[config.mk]
export PLATFORM = sky130hd
export DESIGN_NAME = cbf_update
export DESIGN_NICKNAME = d
export VERILOG_FILES = /design/src/hw/rtl/cbf_pkg.sv /design/src/hw/rtl/cbf_update.sv
export SDC_FILE = /design/constraint.sdc
export NUM_CORES = 1
export LEC_CHECK = 0
export BUFFER_PORTS_ARGS = -buffer_cell sky130_fd_sc_hd__buf_2
export CORE_UTILIZATION = 26
export DETAILED_ROUTE_END_ITERATION = 16
export GPL_TIMING_DRIVEN = 0
export SLEW_MARGIN = 40
export SYNTH_ARGS = -nofsm -noshare
export SYNTH_HDL_FRONTEND = slang
export SYNTH_SLANG_ARGS = --single-unit
[constraint.sdc]
create_clock -name vclk -period 3.2
set_input_delay 0.32 -clock vclk [all_inputs]
set_output_delay 0.32 -clock vclk [all_outputs]
set_load 0.03 [all_outputs]
[src/hw/rtl/cbf_pkg.sv]
`default_nettype none
// ----------------------------------------------------------------------------
// cbf_pkg
// Shared types and constants for the counting Bloom filter core: field widths,
// operation codes and the update status passed between the datapath modules.
// ----------------------------------------------------------------------------
package cbf_pkg;

  // fixed payload widths
  localparam int unsigned KIND_W  = 2;
  localparam int unsigned IDX_W   = 12;
  localparam int unsigned VAL_W   = 16;
  localparam int unsigned CNT_W   = 13;

  typedef logic [KIND_W-1:0] kind_t;

  // operation codes; the unused code behaves as a query
  localparam kind_t KIND_INSERT = 2'd0;
  localparam kind_t KIND_REMOVE = 2'd1;
  localparam kind_t KIND_QUERY  = 2'd2;

  // status of one counter update
  typedef struct packed {
    logic wr;       // counter is written back
    logic inc;      // counter went from zero to nonzero
    logic dec;      // counter went from nonzero to zero
    logic nonzero;  // resulting value is nonzero
  } cbf_upd_t;

endpackage : cbf_pkg
`default_nettype wire

[src/hw/rtl/cbf_update.sv]
`default_nettype none
// ----------------------------------------------------------------------------
// cbf_update
// Counter modify step: saturating increment, floored decrement or plain
// read, with the occupancy change that results.
// ----------------------------------------------------------------------------
module cbf_update
  import cbf_pkg::*;
#(
  parameter int unsigned CW = 16
) (
  input  wire kind_t         kind,
  input  wire logic          in_range,
  input  wire logic [CW-1:0] old_val,
  output logic      [CW-1:0] new_val,
  output cbf_upd_t           upd
);

  logic [CW-1:0] mod_val;

  // apply the operation
  always_comb begin
    mod_val = old_val;
    case (kind)
      KIND_INSERT: begin
        if (old_val != {CW{1'b1}}) begin
          mod_val = old_val + CW'(1);
        end
      end
      KIND_REMOVE: begin
        if (old_val != '0) begin
          mod_val = old_val - CW'(1);
        end
      end
      default: begin
        mod_val = old_val;
      end
    endcase
  end

  // out-of-table index touches nothing and reads as zero
  always_comb begin
    new_val     = in_range ? mod_val : '0;
    upd.wr      = in_range;
    upd.inc     = in_range && (old_val == '0) && (mod_val != '0);
    upd.dec     = in_range && (old_val != '0) && (mod_val == '0);
    upd.nonzero = in_range && (mod_val != '0);
  end

endmodule : cbf_update
`default_nettype wire

==> flow_metrics.env <==
export IMPL_max_slew_margin=0.5927
export IMPL_powerDensity_mw_per_mm2=114.2
export IMPL_dp_cells=249
export IMPL_n_antenna_cell=0
export IMPL_layoutNonFillerInstCount=262
export IMPL_drt_pass1_iter_count=4
export IMPL_hpwl_um=2934
export IMPL_cp_top_family="simple AND/OR/NAND/NOR gates"
export IMPL_hold_class="input pin to output pin"
export IMPL_fill_cells=430
export IMPL_yosysSeqAreaShare=0
export IMPL_critPathKind="input pin to output pin"
export IMPL_grt_start_max_net_pins=11
export IMPL_first_global_vias=1296
export IMPL_p_switching_uw=118.5
export IMPL_place_ws_ns=-0.3789
export IMPL_core_sq_mm=0.004029
export IMPL_initial_core_util=0.2736
export IMPL_nets=236
export IMPL_ctsHoldBuffers=0
export IMPL_layout_min_cycle_time_ns=3.142
export IMPL_rsz0062_at_grt="yes"
export IMPL_rows=23
export IMPL_antenna_left=0
export IMPL_slew_viol_final=0
export IMPL_die_y_um=67.11
export IMPL_cp_depth=12
export IMPL_crit_start="old_val[1]"
export IMPL_crit_path_end="upd[1]"
export IMPL_place_area_sq_mm=0.001345
export IMPL_path_max_fanout=6
export IMPL_intPower_uw=70.23
export IMPL_worst_setup_path_start_kind="input pin"
export IMPL_drt_total_wl_um=3935
export IMPL_syn_mean_instance_area_sq_um=6.721
export IMPL_fin_area_sq_mm=0.001653
export IMPL_drive_above_1_share=0.4009
export IMPL_maxCapViolCount=0
export IMPL_swShare=0.6279
export IMPL_register_area_sq_um=0
export IMPL_setup_violations=0
export IMPL_crit_path_end_kind="output pin"
export IMPL_overflow=0
export IMPL_timing_fmax_mhz=318.3
export IMPL_routedWlPerCell_um=15.02
export IMPL_comb_power_share=1.000
export IMPL_syn_cell_area_sq_mm=0.001102
export IMPL_design_seq_count=0
export IMPL_syn_inst=164
export IMPL_cpPeakStageDelay_ns=0.51
export IMPL_crit_buf_inv=4
export IMPL_cp_slowest_cell="or4b_4"
export IMPL_pwr_share_seq=0
export IMPL_ir_drop_v=0.00005345
export IMPL_cp_required_ns=2.88
export IMPL_die_area_sq_mm=0.004504
export IMPL_grt_first_pass_wirelength_um=6182
export IMPL_ys_warnings_count=0
export IMPL_pin_count=39
export IMPL_numPortBuffers=35
export IMPL_clkPwrFrac=0
export IMPL_critPathMostFrequentCell="buf_6"
export IMPL_tightest_slew_ns=0.6096
export IMPL_drtIter0Drc=100
export IMPL_antenna_found_initial=0
export IMPL_syn2layout_area_growth_pct=49.94
export IMPL_crit_chain="buf_12, clkinv_8, ha_4, or4b_4, o41ai_4, buf_6, nor4_4, or3_4, a211oi_2, and4_4, and4_1, buf_6"
export IMPL_grt_total_usage=0.1736
export IMPL_ys_types=50
export IMPL_fin_crit_sh=0.9819
export IMPL_num_vias=1518
export IMPL_drt_vias_per_instance=5.794
export IMPL_timing_final_ws_setup_ns=0.05803
export IMPL_die_w_um=67.11
export IMPL_crit_arrival_ns=2.82
export IMPL_final_hold_viol_count=0
export IMPL_n_clock_buffer=0
export IMPL_routabilityCongestion=0.8643
export IMPL_post_route_drc_count=0
export IMPL_syn_nets=186
export IMPL_p_leak_uw=0.0006531
export IMPL_outcome="completed"
[through the flow]
stage	setup TNS [ns]	hold WS [ns]	utilization	power, uW
2_1_floorplan	0	0.7717	-	104.7
3_3_place_gp	-0.8686	1.009	0.3339	153.9
3_5_place_dp	-0.8960	1.012	0.3339	153.6
4_1_cts	0	1.014	0.3674	167.8
5_1_grt	-0.03331	1.025	0.4102	203.5
6_report	0	1.011	0.4102	188.8
[placed cells by master, fill, tap and decap left out, types with 5 or more instances in the layout]
| cell | count |
|---|---|
| and4_1 | 6 |
| or3_1 | 5 |
| nand4_1 | 7 |
| and2_1 | 8 |
| and3_1 | 7 |
| xor2_1 | 5 |
| nand3_1 | 8 |
| nor4_4 | 7 |
| buf_2 | 35 |
| nand2_1 | 5 |
| nor2_1 | 18 |
| buf_4 | 13 |
| nor3_1 | 5 |
[worst min path at each step]
stage              from  cells past startpoint  slack (ns)  endpoint
6_report       in_range                      3        1.01    upd[3]
5_1_grt        in_range                      3        1.03    upd[3]
4_1_cts        in_range                      3        1.01    upd[3]
3_5_place_dp   in_range                      3        1.01    upd[3]
3_3_place_gp   in_range                      3        1.01    upd[3]
2_1_floorplan  in_range                      1        0.77    upd[3]
[cell families (layout without fill, tap and decap cells)]
group | count (synthesis) | after routing | share of synthesized area
AND/OR/NAND/NOR | 103 | 103 | 0.5925
AO/OA/AOI/OAI | 30 | 30 | 0.2157
buffers and inverters | 18 | 66 | 0.07717
XOR/XNOR | 9 | 9 | 0.07150
adder cells (fa/ha/maj) | 3 | 3 | 0.03406
multiplexers | 1 | 1 | 0.009081
[worst min-delay path, delay by kind of cell]
kind                   cells  cell delay (ns)
buffers and inverters      3             0.38
[metal layers]
layer / share of wire / global-route usage / vias up
met3: 0.048 / 0.008562 / 4
li1: - / - / 742
met5: 0 / 0 / -
met2: 0.52 / 0.3088 / 45
met1: 0.43 / 0.2320 / 727
met4: 0.0079 / 0.02394 / 0
[power groups by stage]
stage / Combinational (uW) / Sequential (uW) / Clock [uW]
2_1_floorplan: 105 / 0 / 0
3_3_place_gp: 154 / 0 / 0
3_5_place_dp: 154 / 0 / 0
4_1_cts: 168 / 0 / 0
5_1_grt: 203 / 0 / 0
6_report: 189 / 0 / 0
[cell usage after synthesis, drive strengths merged (2+ instances only)]
master / instances / area share
a211o: 2 / 0.016
a211oi: 3 / 0.020
a21oi: 4 / 0.018
a32oi: 2 / 0.016
and2: 8 / 0.045
and3: 7 / 0.040
and4: 7 / 0.056
buf: 8 / 0.043
clkbuf: 5 / 0.017
ha: 3 / 0.034
inv: 4 / 0.014
nand2: 5 / 0.017
nand2b: 4 / 0.023
nand3: 9 / 0.041
nand4: 8 / 0.059
nor2: 19 / 0.065
nor3: 5 / 0.023
nor3b: 3 / 0.020
nor4: 9 / 0.074
nor4b: 2 / 0.016
o21ai: 4 / 0.018
o22ai: 3 / 0.017
o32ai: 3 / 0.024
o41ai: 2 / 0.033
or2: 2 / 0.011
or3: 6 / 0.034
or4: 4 / 0.031
xnor2: 4 / 0.032
xor2: 5 / 0.040
[layout make-up]
class,count,area [sq um],area share
multi-input combinational,146,1161,0.7025
timing repair buffer,48,312.8,0.1893
buffer,13,72.57,0.04391
tap,50,62.56,0.03785
inverter,5,43.79,0.02650
[timing repair]
item | CTS | global route
endpoints found under the setup margin | 3 | 3
resized for setup | 22 | 25
gates cloned | 0 | 0
pin swaps | 6 | 9
buffers inserted | 6 | 7
Note: power is estimated with default switching activity, not from simulation.
