===== config.mk =====
export PLATFORM = sky130hd
export DESIGN_NAME = cbf_clear
export DESIGN_NICKNAME = d
export VERILOG_FILES = /design/src/hw/rtl/cbf_clear.sv
export SDC_FILE = /design/constraint.sdc
export NUM_CORES = 1
export LEC_CHECK = 0
export ABC_AREA = 1
export BUFFER_PORTS_ARGS = -buffer_cell sky130_fd_sc_hd__clkbuf_2
export CELL_PAD_IN_SITES_DETAIL_PLACEMENT = 1
export CELL_PAD_IN_SITES_GLOBAL_PLACEMENT = 2
export CORE_MARGIN = 2
export CORE_UTILIZATION = 24
export DETAILED_ROUTE_END_ITERATION = 10
export GPL_TIMING_DRIVEN = 1
export PLACE_DENSITY = 0.74
export SETUP_SLACK_MARGIN = 0.4
export SYNTH_ARGS = -nofsm -noshare
export SYNTH_HDL_FRONTEND = slang
export SYNTH_SLANG_ARGS = --single-unit

===== constraint.sdc =====
create_clock -name clk -period 1.2 [get_ports clk]
set_clock_uncertainty 0.15 [all_clocks]
set_input_delay 0.06 -clock clk [delete_from_list [all_inputs] [get_ports clk]]
set_output_delay 0.06 -clock clk [all_outputs]
set_load 0.01 [all_outputs]

===== src/hw/rtl/cbf_clear.sv =====
`default_nettype none
// ----------------------------------------------------------------------------
// cbf_clear
// Post-reset sweep that zeroes the counter RAM, one entry per cycle.
// ----------------------------------------------------------------------------
module cbf_clear #(
  parameter int unsigned DEPTH = 4096,
  parameter int unsigned AW    = 12
) (
  input  wire logic          clk,
  input  wire logic          rst_n,
  output logic               clearing,
  output logic      [AW-1:0] clr_addr
);

  logic          clearing_r;
  logic [AW-1:0] addr_r;

  // sweep address and busy flag
  always_ff @(posedge clk) begin
    if (!rst_n) begin
      clearing_r <= 1'b1;
      addr_r     <= '0;
    end else if (clearing_r) begin
      addr_r <= addr_r + AW'(1);
      if (addr_r == AW'(DEPTH - 1)) begin
        clearing_r <= 1'b0;
      end
    end
  end

  assign clearing = clearing_r;
  assign clr_addr = addr_r;

endmodule : cbf_clear
`default_nettype wire


==> key figures, run 1 <==
Floorplan
  • Core Region: 2450 sq um
  • Die Y: about 55 um
  • DIE WIDTH: about 55 um
  • Die footprint: roughly 3000 sq um
  • Ports: 15
  • Rows: 18
  • Initial cell density of the core: about a quarter

Route
  • Initial DRC count: 3
  • Antenna Violating Nets Remaining: 0
  • DRT Wirelength: between 1.5 and 2 mm
  • Remaining DRCs: 0
  • DRT Pass-1 Iters: 2
  • DR vias/cell: about 4.5
  • Vias: about 730
  • DR WL/cell: around 12 um

Synthesis
  • Synth area leaders: dfxtp_1 (42%), nand2_1 (14%), nor2_1 (11%), nand3_1 (6.5%), inv_1 (5.5%)
  • Syn_area_per_cell: about 7 sq um
  • Yosys warns: 0
  • Sequential area share after synthesis: 42.3%
  • FF+latch count, synth: 13
  • Area leader, netlist: dfxtp_1
  • Number of distinct library cells after synthesis: 15
  • Synth top area share: between 40% and 50%
  • Netlist Area Pre-Place: 616 sq um
  • Cells after synthesis: 90
  • Syn_nets: between 90 and 100

Worst setup path
  • Crit-path max FO: 4
  • Worst path cell trace: ha_4 -> nand2_4 -> nor2_4 -> nand3_2 -> nand2_1 -> nand2_1 -> nor2_1
  • Setup crit end kind: flop
  • Buf/Inv on CP: 0
  • Crit start category: flop
  • Worst EP arrival: 1.31 ns
  • Family with the most delay on the worst path: simple AND/OR/NAND/NOR gates
  • WS Path Type: flop to flop
  • Crit path largest cell delay: between 0.3 and 0.4 ns
  • CP most frequent cell: nand2_1
  • Data required, critical path: between 1 and 1.5 ns
  • Critical-path top delay cell: dfxtp_4

STA
  • Worst setup margin: -0.0480 ns
  • Maximum clock frequency: ~800 MHz
  • Hold slack: -0.0125 ns
  • Final hold vios: 1
  • Tightest Pin Transition: 0.279 ns
  • Rel. slew slack: about four fifths
  • Final min period: roughly 1.2 ns
  • Final slew viol count: 0
  • Final setup violation count: 5
  • Final Cycle Share: 104%
  • RSZ-0062 raised after global routing: true

GRT
  • GRT Resource Usage Total: approximately 16%
  • Initial antenna violation count: 0
  • Largest net degree at the start of global routing: 14
  • Vias in the first global route: between 700 and 800
  • Grt total ovfl: 0
  • First-pass GRT wire length: between 3 and 4 mm

Placed design
  • GPL Wtd Cong: about 0.67
  • Setup WS pre-CTS: -0.0620 ns
  • Area after DPL: 835 sq um
  • Post-DP HPWL: 1.31 mm
  • Placed Cells incl. Taps: 141
  • Port buffer count: 14

Outcome
  • Failing checks: negative hold slack, negative setup slack
  • Outcome: complete, but fails checks

Clock tree
  • H-Tree Level Count: 1
  • Num CTS Buffers: 3
  • Clock Latency Late Sink: roughly 0.28 ns
  • TritonCTS clock tree: built
  • CTS Sinks: 13
  • Clock Tree Buf Depth: 2
  • CTS root buffer: clkbuf_4
  • CTS clk-pin slew, worst paths: 0.09 ns

Final layout
  • Final cell count without fillers: between 150 and 200
  • Layout cell share with drive strength beyond 1: roughly 54%
  • Antenna Cells: 0
  • Most common cell after layout, fill and taps aside: nand2_1
  • Design Area, Final: between 1000 and 1500 sq um
  • NumNets Final: about 140
  • Commonest cells after routing, fill and taps aside: nand2_1 (20), nor2_1 (16), buf_6 (15), buf_4 (15), inv_1 (9)
  • Area grow syn2layout: 85.0%

Power and ir drop
  • Pwr/cell area: a little over 700 nW/um^2
  • Maximum VDD drop: roughly 0.45 mV
  • Static Leakage: around 0.49 nW
  • Total power draw: between 800 and 900 uW

Run
  • Max_cap viols: 0

Min path
  • Worst hold path type: input port to flop
## Yosys cell counts
cell,count
nand2_1,23
nor2_1,18
dfxtp_1,13
inv_1,9
nand3_1,8
a21oi_1,6
o21ai_0,4
nand4_1,2
clkbuf_8,1
ha_1,1
nand2_2,1
nand3_2,1
nor2_2,1
nor2_4,1
nor3_1,1
## routing by layer
layer  routed length (um)  vias to the layer above  global-route usage (%)
met5                    0                        -                       0
met4                   15                        0                    8.33
met3                   58                        2                    3.01
met2                 1030                        9                    26.8
met1                  872                      345                    17.9
li1                     -                      371                       -
## kinds of logic (layout without fill, tap and decap cells)
logic type | after synthesis | after routing | synth area share (%)
AND/OR/NAND/NOR | 56 | 57 | 39.8
flip-flops | 13 | 13 | 42.3
buffers and inverters | 10 | 50 | 7.72
adder cells (fa/ha/maj) | 1 | 1 | 2.03
AO/OA/AOI/OAI | 10 | 10 | 8.13
## timing repair
item / CTS / global route
endpoints found under the setup margin: 26 / 26
gates resized for setup: 20 / 27
hold endpoints to repair: 1 / 0
buffers inserted: 11 / 4
pin swaps: 12 / 7
cloned: 1 / 0
## flip-flops by register name (all words and copies together), names as in the netlist
signal,count
clr_addr,12
clearing,1
## power by group
group / switching, mW / total, mW / internal [mW]
clock: 0.153 / 0.282 / 0.129
sequential: 0.0140 / 0.446 / 0.432
combinational: 0.0403 / 0.0781 / 0.0378
## layout make-up
type                       count  area [sq um]
fill                         293          1320
multi-input combinational     68           408
timing repair buffer          37           342
sequential                    13           292
tap                           30          37.5
inverter                       9          33.8
clock buffer                   4          26.3
## metrics by stage
| step | setup TNS, ns | utilization, % |
|---|---|---|
| floorplan | 0 | - |
| global placement | -0.0636 | 34.0 |
| detailed placement | -0.0948 | 34.0 |
| CTS | -0.208 | 41.7 |
| global route | -0.865 | 46.4 |
| finish | -0.125 | 46.4 |
## path summary, 6_finish.rpt
kind	cells after the start	from	to	slack (ns)
setup / recovery	7	clr_addr[1]	clr_addr[10]	-0.05
hold / removal	2	rst_n	clearing	-0.01
setup reg to reg	7	clr_addr[1]	clr_addr[10]	-0.05
hold reg to reg	2	clearing	clearing	0.38
(Power assumes the default switching activity.)
==> run 2, diff against run 1 <==
--- a/config.mk
+++ b/config.mk
@@ -9,7 +9,7 @@
 export BUFFER_PORTS_ARGS = -buffer_cell sky130_fd_sc_hd__clkbuf_2
 export CELL_PAD_IN_SITES_DETAIL_PLACEMENT = 1
 export CELL_PAD_IN_SITES_GLOBAL_PLACEMENT = 2
-export CORE_MARGIN = 2
+export CORE_MARGIN = 1.5
 export CORE_UTILIZATION = 24
 export DETAILED_ROUTE_END_ITERATION = 10
 export GPL_TIMING_DRIVEN = 1
==> key figures, run 2 (synthesized netlist as in run 1, its figures left out) <==
Final layout
  • Commonest cells after routing, fill and taps aside: buf_6 (26), nand2_1 (20), nor2_1 (14), buf_4 (11), inv_1 (9)
  • Area grow syn2layout: 99.2%
  • Most common cell after layout, fill and taps aside: buf_6
  • Antenna Cells: 0 (unchanged)
  • Final cell count without fillers: 164 (+1.9%)
  • Max reg flops: 12 (unchanged)
  • Layout cell share with drive strength beyond 1: 56.7% (+2.5 points)
  • NumNets Final: 138 (+2.2%)
  • Design Area, Final: 1230 sq um (+7.7%)
  • Fillers: 289 (-1.4%)

Clock tree
  • Clock Tree Buf Depth: 2 (unchanged)
  • Num CTS Buffers: 3 (unchanged)
  • H-Tree Level Count: 1 (unchanged)
  • CTS Sinks: 13 (unchanged)
  • CTS clk-pin slew, worst paths: 0.08 ns (about the same)
  • TritonCTS clock tree: built
  • Clock Latency Late Sink: 0.28 ns (about the same)
  • CTS root buffer: clkbuf_4

Floorplan
  • Die Y: 53.6 um (-1.8%)
  • Ports: 15 (unchanged)
  • DIE WIDTH: 53.6 um (-1.8%)
  • Core Region: 2450 sq um (unchanged)
  • Rows: 18 (unchanged)
  • Initial cell density of the core: 25.1% (unchanged)
  • Die footprint: 2880 sq um (-3.6%)

Route
  • Remaining DRCs: 0 (unchanged)
  • Antenna Violating Nets Remaining: 0 (unchanged)
  • DRT Pass-1 Iters: 4 (+2)
  • Vias: 749 (+3.0%)
  • Initial DRC count: 5 (+2)
  • DRT Wirelength: 2.11 mm (+6.6%)
  • DR WL/cell: 12.8 um (+4.7%)
  • DR vias/cell: 4.57 (+1.1%)

Worst setup path
  • Reg-to-Reg End: clr_addr[8]
  • CP most frequent cell: buf_6
  • Reg2Reg Depth: 7 (unchanged)
  • Crit-path max FO: 3 (-1)
  • CP Launch Point: clr_addr[0]
  • Data required, critical path: 1.22 ns (-0.05 ns)
  • Worst path cell trace: ha_4 -> nand3_4 -> nor2_4 -> buf_6 -> buf_6 -> a21oi_2 -> nor2_1
  • Critical-path top delay cell: dfxtp_4
  • Setup crit end kind: flop
  • Reg-to-Reg Start: clr_addr[0]
  • R2R Setup Slk: -0.08 ns (-0.03 ns)
  • Crit path largest cell delay: 0.37 ns (about the same)
  • Crit start category: flop
  • WS Path Type: flop to flop
  • Worst EP arrival: 1.30 ns (about the same)

Min path
  • Hold path depth: 2 (unchanged)
  • Worst hold start: rst_n
  • Worst hold path type: input port to flop
  • Hold EP: clearing

STA
  • Final min period: 1.28 ns (+0.0304 ns)
  • Final slew viol count: 0 (unchanged)
  • Maximum clock frequency: 782 MHz (-2.4%)
  • Worst setup margin: -0.0785 ns (-0.0304 ns)
  • Final setup violation count: 5 (unchanged)
  • Tightest Pin Transition: 0.286 ns (+0.00747 ns)
  • Rel. slew slack: 80.9% (-0.50 points)
  • Final hold vios: 1 (unchanged)
  • Hold slack: -0.0147 ns (-0.00227 ns)
  • Setup TNS: -0.170 ns (-0.0446 ns)
  • Final Cycle Share: 107% (+2.5 points)
  • RSZ-0062 raised after global routing: true

Outcome
  • Failing checks: negative hold slack, negative setup slack
  • Outcome: complete, but fails checks

GRT
  • First-pass GRT wire length: 3.35 mm (+3.6%)
  • Largest net degree at the start of global routing: 14 (unchanged)
  • Initial antenna violation count: 0 (unchanged)
  • Vias in the first global route: 775 (+6.6%)
  • GRT Resource Usage Total: 16.1% (+0.56 points)
  • Grt total ovfl: 0 (unchanged)

Placed design
  • Port buffer count: 14 (unchanged)
  • Setup WS pre-CTS: -0.0819 ns (-0.0199 ns)
  • GPL Wtd Cong: 0.684 (+2.0%)
  • Area after DPL: 842 sq um (+0.90%)
  • Post-DP HPWL: 1.31 mm (about the same)
  • Placed Cells incl. Taps: 142 (+0.71%)

Power and ir drop
  • Pwr/cell area: 665 nW/um^2 (-6.0%)
  • Static Leakage: 0.535 nW (+9.6%)
  • Clock power frac: 34.8% (-0.2 points)
  • Maximum VDD drop: 0.376 mV (-17%)
  • Sequential share of power: 54.2% (-1.2 points)
  • Total power draw: 816 uW (+1.3%)
  • Sw frac: 25.8% (+0.082 points)
  • Psw: 210 uW (+1.6%)
  • Internal Power: 605 uW (+1.1%)
  • Combinational share of power: 11.0% (+1.3 points)

Run
  • Max_cap viols: 0 (unchanged)
-- run 2: cell types whose count changed in the layout (fill, tap and decap cells not counted), sizes merged --
cell    change
buf         +4
clkbuf      -1
-- run 2: power groups by stage --
stage	Clock, mW	Sequential [mW]	Combinational, mW
2_1_floorplan	0	0.463	0.0346
3_3_place_gp	0	0.459	0.0581
3_5_place_dp	0	0.460	0.0601
4_1_cts	0.298	0.446	0.0717
5_1_grt	0.313	0.444	0.0971
6_report	0.284	0.443	0.0897
-- run 2: final cells by class --
cell class / instances / area (sq um) / area share (%)
clock buffer: 4 / 26.3 / 2.14
tap: 30 / 37.5 / 3.06
inverter: 9 / 33.8 / 2.76
timing repair buffer: 40 / 420 / 34.3
multi-input combinational: 68 / 414 / 33.8
sequential: 13 / 294 / 24.0
-- run 2: through the flow --
step,util (%),hold slack (ns)
2_1_floorplan,-,0.0409
3_3_place_gp,34.3,0.273
4_1_cts,44.1,-0.00932
6_report,49.9,-0.0147
5_1_grt,49.9,-0.00757
3_5_place_dp,34.3,0.276
-- run 2: what timing repair did --
action	4_1_cts	5_1_grt
cloned	1	0
pin swaps	8	7
resized for setup	25	36
endpoints found under the hold margin	1	1
endpoints found under the setup margin	26	26
setup buffers	13	4
-- run 2: how the worst max path moves through the flow --
stage | to | slack, ns | depth (start not counted)
floorplan | clr_addr[10] | 0.05 | 6
detailed placement | clearing | -0.08 | 6
global route | clr_addr[8] | -0.13 | 7
CTS | clearing | -0.06 | 6
finish | clr_addr[8] | -0.08 | 7
global placement | clearing | -0.06 | 6
-- run 2: critical path, delay by kind of cell, from the launching register on --
family | cells | cell delay (ns)
compound gates | 1 | 0.12
flops | 1 | 0.37
buf+inv | 2 | 0.21
simple gates | 3 | 0.15
fa+ha+maj | 1 | 0.18
-- run 2: metal layers --
layer | wire, um | track usage (%)
met4 | 10 | 6.41
met3 | 53 | 2.50
met2 | 1120 | 29.0
met5 | 0 | 0
met1 | 921 | 19.0
==> run 3, diff against run 2 <==
==> constraint.sdc (replaced) <==
create_clock -name clk -period 1.2 [get_ports clk]
set_clock_uncertainty 0.15 [all_clocks]
set_input_delay 0.06 -clock clk [delete_from_list [all_inputs] [get_ports clk]]
set_output_delay 0.06 -clock clk [all_outputs]
set_load 0.1 [all_outputs]
==> key figures, run 3 (synthesized netlist as in run 1, its figures left out) <==
Route
  • DR WL/cell: 12.8 um (-0.46%)
  • Antenna Violating Nets Remaining: 0 (unchanged)
  • Remaining DRCs: 0 (unchanged)
  • DRT Wirelength: 2.06 mm (-2.3%)
  • Initial DRC count: 2 (-3)
  • DR vias/cell: 4.48 (-1.8%)
  • DRT Pass-1 Iters: 3 (-1)
  • Vias: 722 (-3.6%)

Power and ir drop
  • Combinational share of power: 21.8% (+11 points)
  • Clock power frac: 30.5% (-4.3 points)
  • Internal Power: 633 uW (+4.5%)
  • Psw: 271 uW (+29%)
  • Sw frac: 30.0% (+4.2 points)
  • Sequential share of power: 47.7% (-6.5 points)
  • Static Leakage: 0.528 nW (-1.4%)
  • Maximum VDD drop: 0.466 mV (+24%)
  • Pwr/cell area: 696 nW/um^2 (+4.5%)

STA
  • Rel. slew slack: 81.2% (+0.31 points)
  • RSZ-0062 raised after global routing: true
  • Setup TNS: -0.0984 ns (+0.0712 ns)
  • Final Cycle Share: 103% (-3.7 points)
  • Maximum clock frequency: 810 MHz (+3.6%)
  • Hold slack: -0.00807 ns (+0.00666 ns)
  • Final hold vios: 1 (unchanged)
  • Worst setup margin: -0.0342 ns (+0.0442 ns)
  • Tightest Pin Transition: 0.281 ns (-0.00464 ns)
  • Final slew viol count: 0 (unchanged)
  • Final setup violation count: 4 (-1)
  • Final min period: 1.23 ns (-0.0442 ns)

GRT
  • Largest net degree at the start of global routing: 14 (unchanged)
  • Vias in the first global route: 755 (-2.6%)
  • Grt total ovfl: 0 (unchanged)
  • Initial antenna violation count: 0 (unchanged)
  • GRT Resource Usage Total: 16.2% (+0.039 points)
  • First-pass GRT wire length: 3.33 mm (-0.63%)

Floorplan
  • Ports: 15 (unchanged)
  • Rows: 18 (unchanged)
  • Die Y: 53.6 um (unchanged)
  • Initial cell density of the core: 25.1% (unchanged)
  • Core Region: 2450 sq um (unchanged)
  • DIE WIDTH: 53.6 um (unchanged)
  • Die footprint: 2880 sq um (unchanged)

Clock tree
  • H-Tree Level Count: 1 (unchanged)
  • CTS root buffer: clkbuf_4
  • Clock Latency Late Sink: 0.27 ns (about the same)
  • TritonCTS clock tree: built
  • Clock Tree Buf Depth: 2 (unchanged)
  • CTS Sinks: 13 (unchanged)
  • Num CTS Buffers: 3 (unchanged)
  • CTS clk-pin slew, worst paths: 0.09 ns (about the same)

Placed design
  • GPL Wtd Cong: 0.741 (+8.5%)
  • Placed Cells incl. Taps: 143 (+0.70%)
  • Post-DP HPWL: 1.42 mm (+8.3%)
  • Port buffer count: 14 (unchanged)

Final layout
  • Layout cell share with drive strength beyond 1: 55.0% (-1.8 points)
  • Antenna Cells: 0 (unchanged)
  • Commonest cells after routing, fill and taps aside: nand2_1 (19), nor2_1 (15), buf_12 (15), dfxtp_4 (13), buf_4 (13)
  • NumNets Final: 135 (-2.2%)
  • Max reg flops: 12 (unchanged)
  • Area grow syn2layout: 111%
  • Most common cell after layout, fill and taps aside: nand2_1
  • Final cell count without fillers: 161 (-1.8%)

Worst setup path
  • WS Path Type: flop to flop
  • Data required, critical path: 1.21 ns (about the same)
  • Crit start category: flop
  • Crit-path max FO: 3 (unchanged)
  • Worst EP arrival: 1.25 ns (-0.05 ns)
  • Setup crit end kind: flop

Outcome
  • Failing checks: negative hold slack, negative setup slack
  • Outcome: complete, but fails checks

Min path
  • Worst hold path type: input port to flop

Run
  • Max_cap viols: 0 (unchanged)
## run 3: changes by cell type in the layout (fill, tap and decap cells not counted), sizes merged
cell,previous run,this run
buf,39,36
## run 3: final timing paths
path         cells past startpoint           to         from  slack [ns]
max                              6     clearing  clr_addr[0]       -0.03
min                              2     clearing        rst_n      -0.008
max reg2reg                      6     clearing  clr_addr[0]       -0.03
min reg2reg                      2  clr_addr[5]  clr_addr[5]        0.34
## run 3: cell type report
| type | count | area, sq um |
|---|---|---|
| inverter | 9 | 33.8 |
| timing repair buffer | 37 | 493 |
| multi-input combinational | 68 | 399 |
| tap | 30 | 37.5 |
| clock buffer | 4 | 26.3 |
| sequential | 13 | 309 |
| fill | 297 | 1160 |
## run 3: worst max-delay path, stage by stage (launching register included)
cell	delay [ns]
dfxtp_4	0.39
ha_4	0.15
nand3_1	0.09
nor2_2	0.13
nand4_1	0.10
nand2_1	0.07
nand2_1	0.04
## run 3: power groups by stage
stage,combinational (mW),sequential [mW],clock (mW)
floorplan,0.0346,0.498,0
global placement,0.153,0.438,0
detailed placement,0.159,0.439,0
CTS,0.171,0.430,0.288
global route,0.206,0.432,0.315
finish,0.197,0.431,0.276
## run 3: metal layers
| layer | wire length (um) | GRT usage, % |
|---|---|---|
| met5 | 0 | 0 |
| met4 | 19 | 6.41 |
| met2 | 1080 | 28.8 |
| met3 | 44 | 2.50 |
| met1 | 913 | 19.2 |
## run 3: timing repair
item | in CTS | in global routing
hold endpoints to repair | 1 | 0
cloned | 1 | 0
resized for setup | 9 | 9
buffers inserted | 9 | 4
pin swaps | 7 | 5
endpoints found under the setup margin | 26 | 26
## run 3: per-stage QoR
stage	hold slack [ns]	instance area [sq um]	util (%)	total power, mW	setup WS, ns
3_3_place_gp	0.266	1080	43.8	0.591	0.00979
3_5_place_dp	0.281	1080	43.8	0.599	-0.0502
4_1_cts	-0.0115	1220	49.7	0.889	-0.0269
6_report	-0.00807	1300	52.9	0.903	-0.0342
2_1_floorplan	0.0384	712	-	0.533	-0.210
5_1_grt	0.00570	1300	52.9	0.953	-0.0992
